`src/rtl/core/cfc_pkg.sv`:
```
// Chain frame receive checker: shared constants, codes and types.
// No dependencies; imported by the modules of the block and the testbench.
`default_nettype none

package cfc_pkg;

  localparam int MAX_FRAME_BYTES_DEF = 1024;

  localparam int HEADER_BYTES = 17;
  localparam int SUM_W        = 25;  // 782 bytes max in the span, 391 words
  localparam int SPAN_W       = 10;  // 17 + 3*255 + 2 fits

  localparam int POS_TYPE_LO = 12;
  localparam int POS_TYPE_HI = 13;
  localparam int POS_INDEX   = 14;
  localparam int POS_KIND    = 15;
  localparam int POS_COUNT   = 16;
  localparam int POS_ID      = 17;
  localparam int POS_FLAGS   = 18;

  localparam logic [7:0] KIND_BCAST     = 8'h01;
  localparam logic [7:0] KIND_BCAST_ACK = 8'h81;
  localparam logic [7:0] KIND_HEART     = 8'h02;
  localparam logic [7:0] KIND_HEART_ACK = 8'h82;

  localparam logic [15:0] ETHER_TYPE_RESET = 16'h88AE;

  localparam logic REG_CHECKSUM_ENABLE = 1'b0;
  localparam logic REG_ETHER_TYPE      = 1'b1;

  typedef enum logic [2:0] {
    CLS_BAD_SUM    = 3'd0,
    CLS_WRONG_TYPE = 3'd1,
    CLS_BCAST      = 3'd2,
    CLS_BCAST_ACK  = 3'd3,
    CLS_HEART      = 3'd4,
    CLS_HEART_ACK  = 3'd5,
    CLS_OTHER      = 3'd6,
    CLS_SHORT      = 3'd7
  } frame_class_t;

  // Everything kept from a finished frame but its length.
  typedef struct packed {
    logic [SUM_W-1:0] sum;
    logic [15:0]      rsum;
    logic [7:0]       index;
    logic [7:0]       count;
    logic [7:0]       kind;
    logic [7:0]       id;
    logic [7:0]       flags;
    logic             tmatch;
    logic             cen;
  } frame_snap_t;

  typedef struct packed {
    frame_class_t cls;
    logic [7:0]   index;
    logic [7:0]   count;
    logic [7:0]   id;
    logic         up;
    logic         down;
  } frame_res_t;

endpackage

`default_nettype wire

```
`src/rtl/core/cfc_classify.sv`:
```
// Frame classifier: folds the checksum, checks length and type, decodes the kind.
// Depends on cfc_pkg.
`default_nettype none

module cfc_classify
  import cfc_pkg::*;
#(
  parameter int MAX_FRAME_BYTES = MAX_FRAME_BYTES_DEF
) (
  input  frame_snap_t                              snap,
  input  logic [$clog2(MAX_FRAME_BYTES + 1)-1:0]   len,
  output frame_res_t                               res
);

  localparam int POS_W = $clog2(MAX_FRAME_BYTES + 1);
  localparam int CMP_W = (POS_W > SPAN_W) ? POS_W : SPAN_W;

  logic [16:0]      fold1;
  logic [16:0]      fold2;
  logic [15:0]      check;
  logic [CMP_W-1:0] need;
  logic             short_frame;

  always_comb begin
    fold1 = {8'b0, snap.sum[SUM_W-1:16]} + {1'b0, snap.sum[15:0]};
    fold2 = {16'b0, fold1[16]} + {1'b0, fold1[15:0]};
    check = ~fold2[15:0];

    if (snap.cen) begin
      need = CMP_W'(HEADER_BYTES + 2) + CMP_W'({snap.count, 1'b0}) + CMP_W'(snap.count);
    end else begin
      need = CMP_W'(HEADER_BYTES);
    end
    short_frame = CMP_W'(len) < need;

    res = '0;
    if (short_frame) begin
      res.cls = CLS_SHORT;
    end else if (snap.cen && (check != snap.rsum)) begin
      res.cls = CLS_BAD_SUM;
    end else if (!snap.tmatch) begin
      res.cls = CLS_WRONG_TYPE;
    end else begin
      res.index = snap.index;
      res.count = snap.count;
      case (snap.kind)
        KIND_BCAST: begin
          res.cls  = CLS_BCAST;
          res.id   = snap.id;
          res.up   = snap.flags[0];
          res.down = snap.flags[1];
        end
        KIND_BCAST_ACK: res.cls = CLS_BCAST_ACK;
        KIND_HEART:     res.cls = CLS_HEART;
        KIND_HEART_ACK: res.cls = CLS_HEART_ACK;
        default:        res.cls = CLS_OTHER;
      endcase
    end
  end

endmodule

`default_nettype wire
```
`config.mk`:
```
export PLATFORM = sky130hd
export DESIGN_NAME = cfc_classify
export DESIGN_NICKNAME = d
export VERILOG_FILES = /design/src/rtl/core/cfc_pkg.sv /design/src/rtl/core/cfc_classify.sv
export SDC_FILE = /design/constraint.sdc
export NUM_CORES = 1
export LEC_CHECK = 0
export BUFFER_PORTS_ARGS = -buffer_cell sky130_fd_sc_hd__buf_2
export CORE_ASPECT_RATIO = 1.2
export CORE_MARGIN = 10
export CORE_UTILIZATION = 52
export DETAILED_ROUTE_END_ITERATION = 8
export PLACE_DENSITY = 0.95
export RECOVER_POWER = 50
export SYNTH_ARGS = -nofsm -noshare
export SYNTH_HDL_FRONTEND = slang
export SYNTH_SLANG_ARGS = --single-unit
export TNS_END_PERCENT = 20
```
`constraint.sdc`:
```
create_clock -name vclk -period 14.6
set_input_delay 2.19 -clock vclk [all_inputs]
set_output_delay 2.19 -clock vclk [all_outputs]
set_load 0.005 [all_outputs]
```
## After elaboration in Yosys (flattened, before gate mapping)

Index checks and enable logic that the tools add are counted.

| storage, ports and cells | value |
|---|---|
| register bits | 0 |
| bits of input ports | 94 |
| output and inout port bits | 29 |

| cells by class | value |
|---|---|
| $lt $le $gt $ge | 1 |
| reduce and logical (&&, ||, !) cells | 1 |
| $add $sub $neg | 4 |
| bitwise gates (word level) | 1 |
| muxes and demuxes | 9 |
| equal/unequal tests | 5 |

Operator list:

| cell | number |
|---|---|
| $mux W26 | 3 |
| $add A9 B16 Y17 | 1 |
| $add A1 B16 Y16 | 1 |
| $eq A8 B8 Y1 const B | 2 |
| $ne A16 B16 Y1 | 1 |
| $not A16 Y16 | 1 |
| $pmux W3 S4 | 1 |
| $add A10 B8 Y11 | 1 |
| $lt A11 B11 Y1 | 1 |
| $mux W11 | 1 |
| $add A5 B9 Y10 const A | 1 |
| $mux W10 | 1 |
| $mux W3 | 3 |
| $eq A8 B1 Y1 const B | 1 |
| $eq A8 B2 Y1 const B | 1 |
| $logic_and A1 B1 Y1 | 1 |

## Depth between registers and ports, before layout

Gate-level depths: netlist (run 1).

| depth | value |
|---|---|
| depth in word-level cells | 7 |
| depth in mapped cells | 20 |

## Worst setup path after synthesis (run 1)

No wires, ideal clock.

| timing path | value |
|---|---|
| kind | input -> output |
| from | input port snap[58] (netlist name) |
| to | output port res[18] (netlist name) |
| slack | 6.313 ns |
| arrival | 6.097 ns |
| stages on the path | 20 |
| cell sequence | ha_1 -> inv_1 -> fa_1 -> and2b_1 -> o2111a_2 -> o21ai_2 -> nor3b_1 -> ha_1 -> ha_1 -> and2_1 -> o311ai_0 -> nor2_1 -> nand2_1 -> nor4_1 -> mux2i_1 -> a211oi_1 -> o41a_1 -> buf_6 -> buf_6 -> nor3_2 |

RTL lines:

| element | RTL line | RTL |
|---|---|---|
| start: declaration | cfc_classify.sv:10 | `input frame_snap_t snap,` |
| end: declaration | cfc_classify.sv:12 | `output frame_res_t res` |

==> results of run 1 <==
routing by layer:
layer | up-vias | wire length (um)
li1 | 1374 | -
met1 | 1307 | 2810
met2 | 87 | 4580
met3 | 18 | 516
met4 | 0 | 168
met5 | - | 0
stage by stage:
| stage | area, um^2 | utilization | cells | power, mW | setup slack (ps) |
|---|---|---|---|---|---|
| floorplan | 2390 | - | 314 | 0.0834 | 6310 |
| global placement | 3000 | 0.688 | 476 | 0.111 | 5530 |
| detailed placement | 3000 | 0.688 | 476 | 0.117 | 5360 |
| CTS | 3000 | 0.688 | 476 | 0.118 | 5340 |
| global route | 2980 | 0.683 | 476 | 0.130 | 4050 |
| finish | 2980 | 0.683 | 476 | 0.118 | 4540 |
power by group:
group / internal (mW) / switching, mW / leakage [nW]
clock: 0 / 0 / 0
sequential: 0 / 0 / 0
combinational: 0.0526 / 0.0650 / 1.36
total: 0.0526 / 0.0650 / 1.36
cells in the final DEF (no fill, tap or decap), types with 3 or more instances in the layout:
| master | n |
|---|---|
| buf_2 | 107 |
| ha_1 | 35 |
| xnor2_1 | 30 |
| nand2_1 | 30 |
| inv_1 | 20 |
| nor2_1 | 16 |
| nand3b_1 | 15 |
| nor3_1 | 13 |
| clkbuf_1 | 11 |
| o21ai_0 | 10 |
| nor4_2 | 10 |
| xor2_1 | 9 |
| a21oi_1 | 8 |
| nor4_1 | 8 |
| o21bai_1 | 7 |
| a21o_1 | 6 |
| nor3_2 | 6 |
| o21a_1 | 4 |
| a211oi_1 | 4 |
| nand2b_1 | 4 |
| nand3_1 | 4 |
| mux2i_1 | 3 |
| and2_1 | 3 |
| o31a_1 | 3 |
| nand4_1 | 3 |
| or4_1 | 3 |
| o22ai_1 | 3 |
final cells by class:
cell class,count,area [um^2],area share
inverters,20,75.1,0.0252
multi-input cells,281,2250,0.755
well taps,56,70.1,0.0235
repair buffers,119,584,0.196
worst max path at each step:
stage / from / to / slack, ps / cells past startpoint
after detailed placement: snap[58] / res[0] / 5360 / 21
after global routing: snap[58] / res[17] / 4050 / 21
after floorplan: snap[58] / res[18] / 6310 / 20
after CTS: snap[58] / res[0] / 5340 / 21
after global placement: snap[58] / res[0] / 5530 / 21
final: snap[58] / res[20] / 4540 / 21
logic make-up after synthesis:
family / after synthesis
multiplexers: 3
XOR/XNOR: 43
AND/OR/NAND/NOR: 131
adder cells (fa/ha/maj): 36
buffers and inverters: 33
AO/OA/AOI/OAI: 68
==> impl_metrics.csv, run 1 <==
group,metric,value,unit
yosys,synthDistinctLibCells,62,
outcome,failed_checks,"max-capacitance violations, max-slew violations",
timing,tns,0,ps
pwr,p_leak,1.36,nW
route,wire_per_inst,17.0,um
floorplanning,chipHeight,94.3,um
critical_path,crit_chain,"buf_2 > ha_1 > inv_1 > fa_1 > and2b_1 > o2111a_1 > o21ai_2 > nor3b_1 > ha_1 > ha_1 > and2_0 > o311ai_0 > nor2_1 > nand2_1 > nor4_1 > mux2i_1 > a211oi_1 > o41a_1 > clkbuf_1 > nor3_1 > buf_2",
finish,final_nets,552,
finish,num-clock-buffers,0,
global_routing,busiest_layer,"met2",
critical_path,critPathKind,"primary input to output port",
yosys,synth-warning-count,0,
global_routing,grt_overflow,0,
pwr,peakVddDrop,0.0365,mV
yosys,syn_nets,444,
global_routing,grt_max_degree,30,
pwr,power_density,39.5,nW/um^2
floorplanning,core-area,4360,um^2
global_routing,antenna_found_initial,0,
place,port_buffers,117,
finish,diodes,0,
global_routing,grt_use_met1,0.199,
yosys,syn_avg_cell_area,7.62,um^2
timing,relSlewSlack,-0.0605,
yosys,yosysMostFrequentCell,"ha_1",
floorplanning,start_util,0.549,
critical_path,cpMaxStageDelayCell,"clkbuf_1",
global_routing,grt_pass1_wl,13200,um
critical_path,worstPathMaxFanout,29,
outcome,outcome,"finished, violations left",
clock_tree,post_cts_resized,0,
critical_path,cp_num_buf_inv,4,
critical_path,cpPeakStageDelay,1150,ps
finish,seq_cells,0,
yosys,syn_area,2390,um^2
yosys,syn-instance-count,314,
critical_path,worstPathArrival,7870,ps
yosys,synth_top_family_by_area,"simple AND/OR/NAND/NOR gates",
place,place_congestion,0.921,
yosys,synth-compound-area-share,0.211,
yosys,post_synth_mux_area_share,0.0126,
critical_path,path_delay_family,"simple AND/OR/NAND/NOR gates",
floorplanning,die_area,7720,um^2
global_routing,grt_pass1_vias,3050,
yosys,ys_top_cells_by_area,"ha_1 18%, xnor2_1 11%, nor4_2 5.2%, nand2_1 4.7%, nand3b_1 4.7%",
min_path,hold_path.startpoint,"snap[37]",
timing,hold_viol_final,0,
yosys,synthAdderAreaFrac,0.191,
place,dp_hpwl,7000,um
timing,finalSetupViolCount,0,
timing,finalCritPeriodShare,0.689,
timing,hold_ws,4670,ps
yosys,synth_xor_area_frac,0.182,
route,drc,0,
critical_path,start_kind,"primary input",
yosys,synth-seq-area-share,0,
min_path,worstHoldPathCells,4,
route,viasPerCell,5.85,
yosys,synth_top_area_frac,0.183,
clock_tree,hold_buffers,0,
global_routing,track_usage,0.200,
timing,rsz0062_at_grt,"no",
critical_path,path_common_cell,"ha_1",
route,drt_wl_total,8080,um
global_routing,grt_use_met3,0.0374,
critical_path,cp-end-kind,"output port",
timing,timing.fmax,0.0994,GHz
clock_tree,post_cts_buffers,0,
min_path,hp-class,"primary input to output port",
finish,drive_above_1_share,0.326,
global_routing,gr-usage-met2,0.401,
timing,min_period,10060,ps
route,drt_pass1_iterations,4,
route,vias,2786,
finish,syn_to_final_growth,24.4,%
floorplanning,die_w,81.9,um
yosys,yosys.area.top_type,"ha_1",
yosys,synthSimpleGateAreaFrac,0.344,
timing,slew_viol_final,30,
finish,fillers,386,
critical_path,worst-endpoint-required,12410,ps
finish,regArea,0,um^2
min_path,hold_path_end,"res[21]",
timing,worstMarginPinSlew,1590,ps
flow_run,max_cap_viol_count,1,
route,drtAntennaViolNets,0,
floorplanning,num_rows,26,
yosys,ys_top_cells_by_count,"35 x ha_1, 30 x nand2_1, 30 x xnor2_1, 20 x inv_1, 16 x nor2_1",
route,drt-initial-drc-count,281,
floorplanning,io-pin-count,123,
Power figures use the tool's default switching activity.
==> run 2, diff against run 1 <==
Settings changed: CORE_UTILIZATION 52 to 49, PLACE_DENSITY 0.95 to 0.9.
Clock period 14.6 ns to 9.5 ns, I/O delays scaled along.
==> run 2 against run 1 <==
Effect of this change:
- the flow still finishes with violations (max-capacitance violations, max-slew violations)
- die area is 4.7% higher
- largest cell class unchanged
- wire length fell by 8.2%
- critical path type unchanged
- core utilization decreased by 4.3 points
- design area is 0.21% higher
- non-clock buffer count unchanged
- flip-flop and latch count stayed put
- clock-buffer cell count is the same
- critical path depth stayed put
- combinational power rose by 50%
- via count is 2.7% lower
- sequential share of layout area stayed put
- total power grew 50%
==> impl_metrics.csv, run 2 (synthesis results as in run 1) <==
group,metric,value,unit
route,drt-initial-drc-count,103,
floorplanning,core-area,4660,um^2
global_routing,grt_pass1_vias,2625,
critical_path,worstPathMaxFanout,29,
timing,timing.fmax,0.121,GHz
route,drtAntennaViolNets,0,
clock_tree,post_cts_resized,0,
timing,worstMarginPinSlew,1570,ps
finish,mostFrequentLayoutCells,"106 x buf_2, 35 x ha_1, 30 x xnor2_1, 30 x nand2_1, 20 x inv_1",
finish,layout_commonest_cell,"buf_2",
finish,design_area,2980,um^2
critical_path,worstPathArrival,6850,ps
finish,syn_to_final_growth,24.6,%
timing,hold_viol_final,0,
finish,seq_cells,0,
place,dp_hpwl,6500,um
flow_run,max_cap_viol_count,1,
route,vias,2712,
pwr,power_density,59.3,nW/um^2
global_routing,grt_max_degree,30,
timing,finalCritPeriodShare,0.872,
timing,rsz0062_at_grt,"no",
finish,regArea,0,um^2
timing,hold_ws,3140,ps
floorplanning,io-pin-count,123,
outcome,outcome,"finished, violations left",
critical_path,worst-endpoint-required,8080,ps
min_path,hp-class,"primary input to output port",
pwr,total_power,177,uW
timing,finalSetupViolCount,0,
floorplanning,die_w,83.8,um
floorplanning,start_util,0.513,
outcome,failed_checks,"max-capacitance violations, max-slew violations",
clock_tree,post_cts_buffers,0,
critical_path,crit_end,"res[10]",
finish,num-clock-buffers,0,
timing,slew_viol_final,30,
global_routing,antenna_found_initial,0,
global_routing,track_usage,0.160,
timing,relSlewSlack,-0.0441,
route,drc,0,
timing,min_period,8280,ps
critical_path,crit_path_start,"snap[58]",
finish,drive_above_1_share,0.326,
finish,multi_input_area,2250,um^2
clock_tree,hold_buffers,0,
floorplanning,die_area,8090,um^2
floorplanning,chipHeight,96.5,um
timing,tns,0,ps
finish,fillers,421,
finish,final_nets,552,
critical_path,cp-end-kind,"output port",
pwr,peakVddDrop,0.0407,mV
critical_path,start_kind,"primary input",
route,drt_pass1_iterations,4,
global_routing,grt_overflow,0,
finish,post-route-util,0.640,
route,viasPerCell,5.67,
place,placed_cell_area,3000,um^2
route,wire_per_inst,15.5,um
global_routing,grt_pass1_wl,11600,um
floorplanning,num_rows,27,
pwr,p_leak,1.36,nW
critical_path,critPathKind,"primary input to output port",
route,drt_wl_total,7420,um
finish,diodes,0,
place,port_buffers,117,
place,place_congestion,0.924,
## run 2: critical path: stages
cell	delay, ps
buf_2	80
ha_1	160
inv_1	60
fa_1	390
and2b_1	270
o2111a_1	350
o21ai_2	120
nor3b_1	320
ha_1	240
ha_1	190
and2_1	170
o311ai_0	140
nor2_1	350
nand2_1	180
nor4_1	400
mux2i_1	230
a211oi_1	60
o41a_1	430
clkbuf_1	610
nor4_1	490
buf_2	180
## run 2: worst min path at each step
| stage | start | endpoint | slack (ps) | cells after the start |
|---|---|---|---|---|
| 6_report | snap[41] | res[25] | 3140 | 4 |
| 5_1_grt | snap[41] | res[25] | 3150 | 4 |
| 4_1_cts | snap[41] | res[25] | 3160 | 4 |
| 3_5_place_dp | snap[41] | res[25] | 3160 | 4 |
| 3_3_place_gp | snap[41] | res[25] | 3150 | 4 |
| 2_1_floorplan | snap[28] | res[12] | 2940 | 2 |
## run 2: area by class of cell
type               instances  share of cell area
repair buffers           119               0.196
inverters                 20              0.0252
well taps                 58              0.0243
multi-input cells        281               0.755
## run 2: layer usage
layer  wire [um]  global-route usage
met1        2760               0.170
met3         436              0.0318
met2        4120               0.326
met5           0                   0
met4          95              0.0209
## run 2: stage by stage
step           worst slack, ps  std cells
5_1_grt                    714        478
4_1_cts                   1850        478
3_5_place_dp              1880        478
6_report                  1220        478
3_3_place_gp              1940        478
2_1_floorplan             2740        314
## run 2: where the power goes
part	internal (mW)	leakage, nW	switching [mW]
combinational	0.0805	1.36	0.0964
sequential	0	0	0
clock	0	0	0
total	0.0805	1.36	0.0964
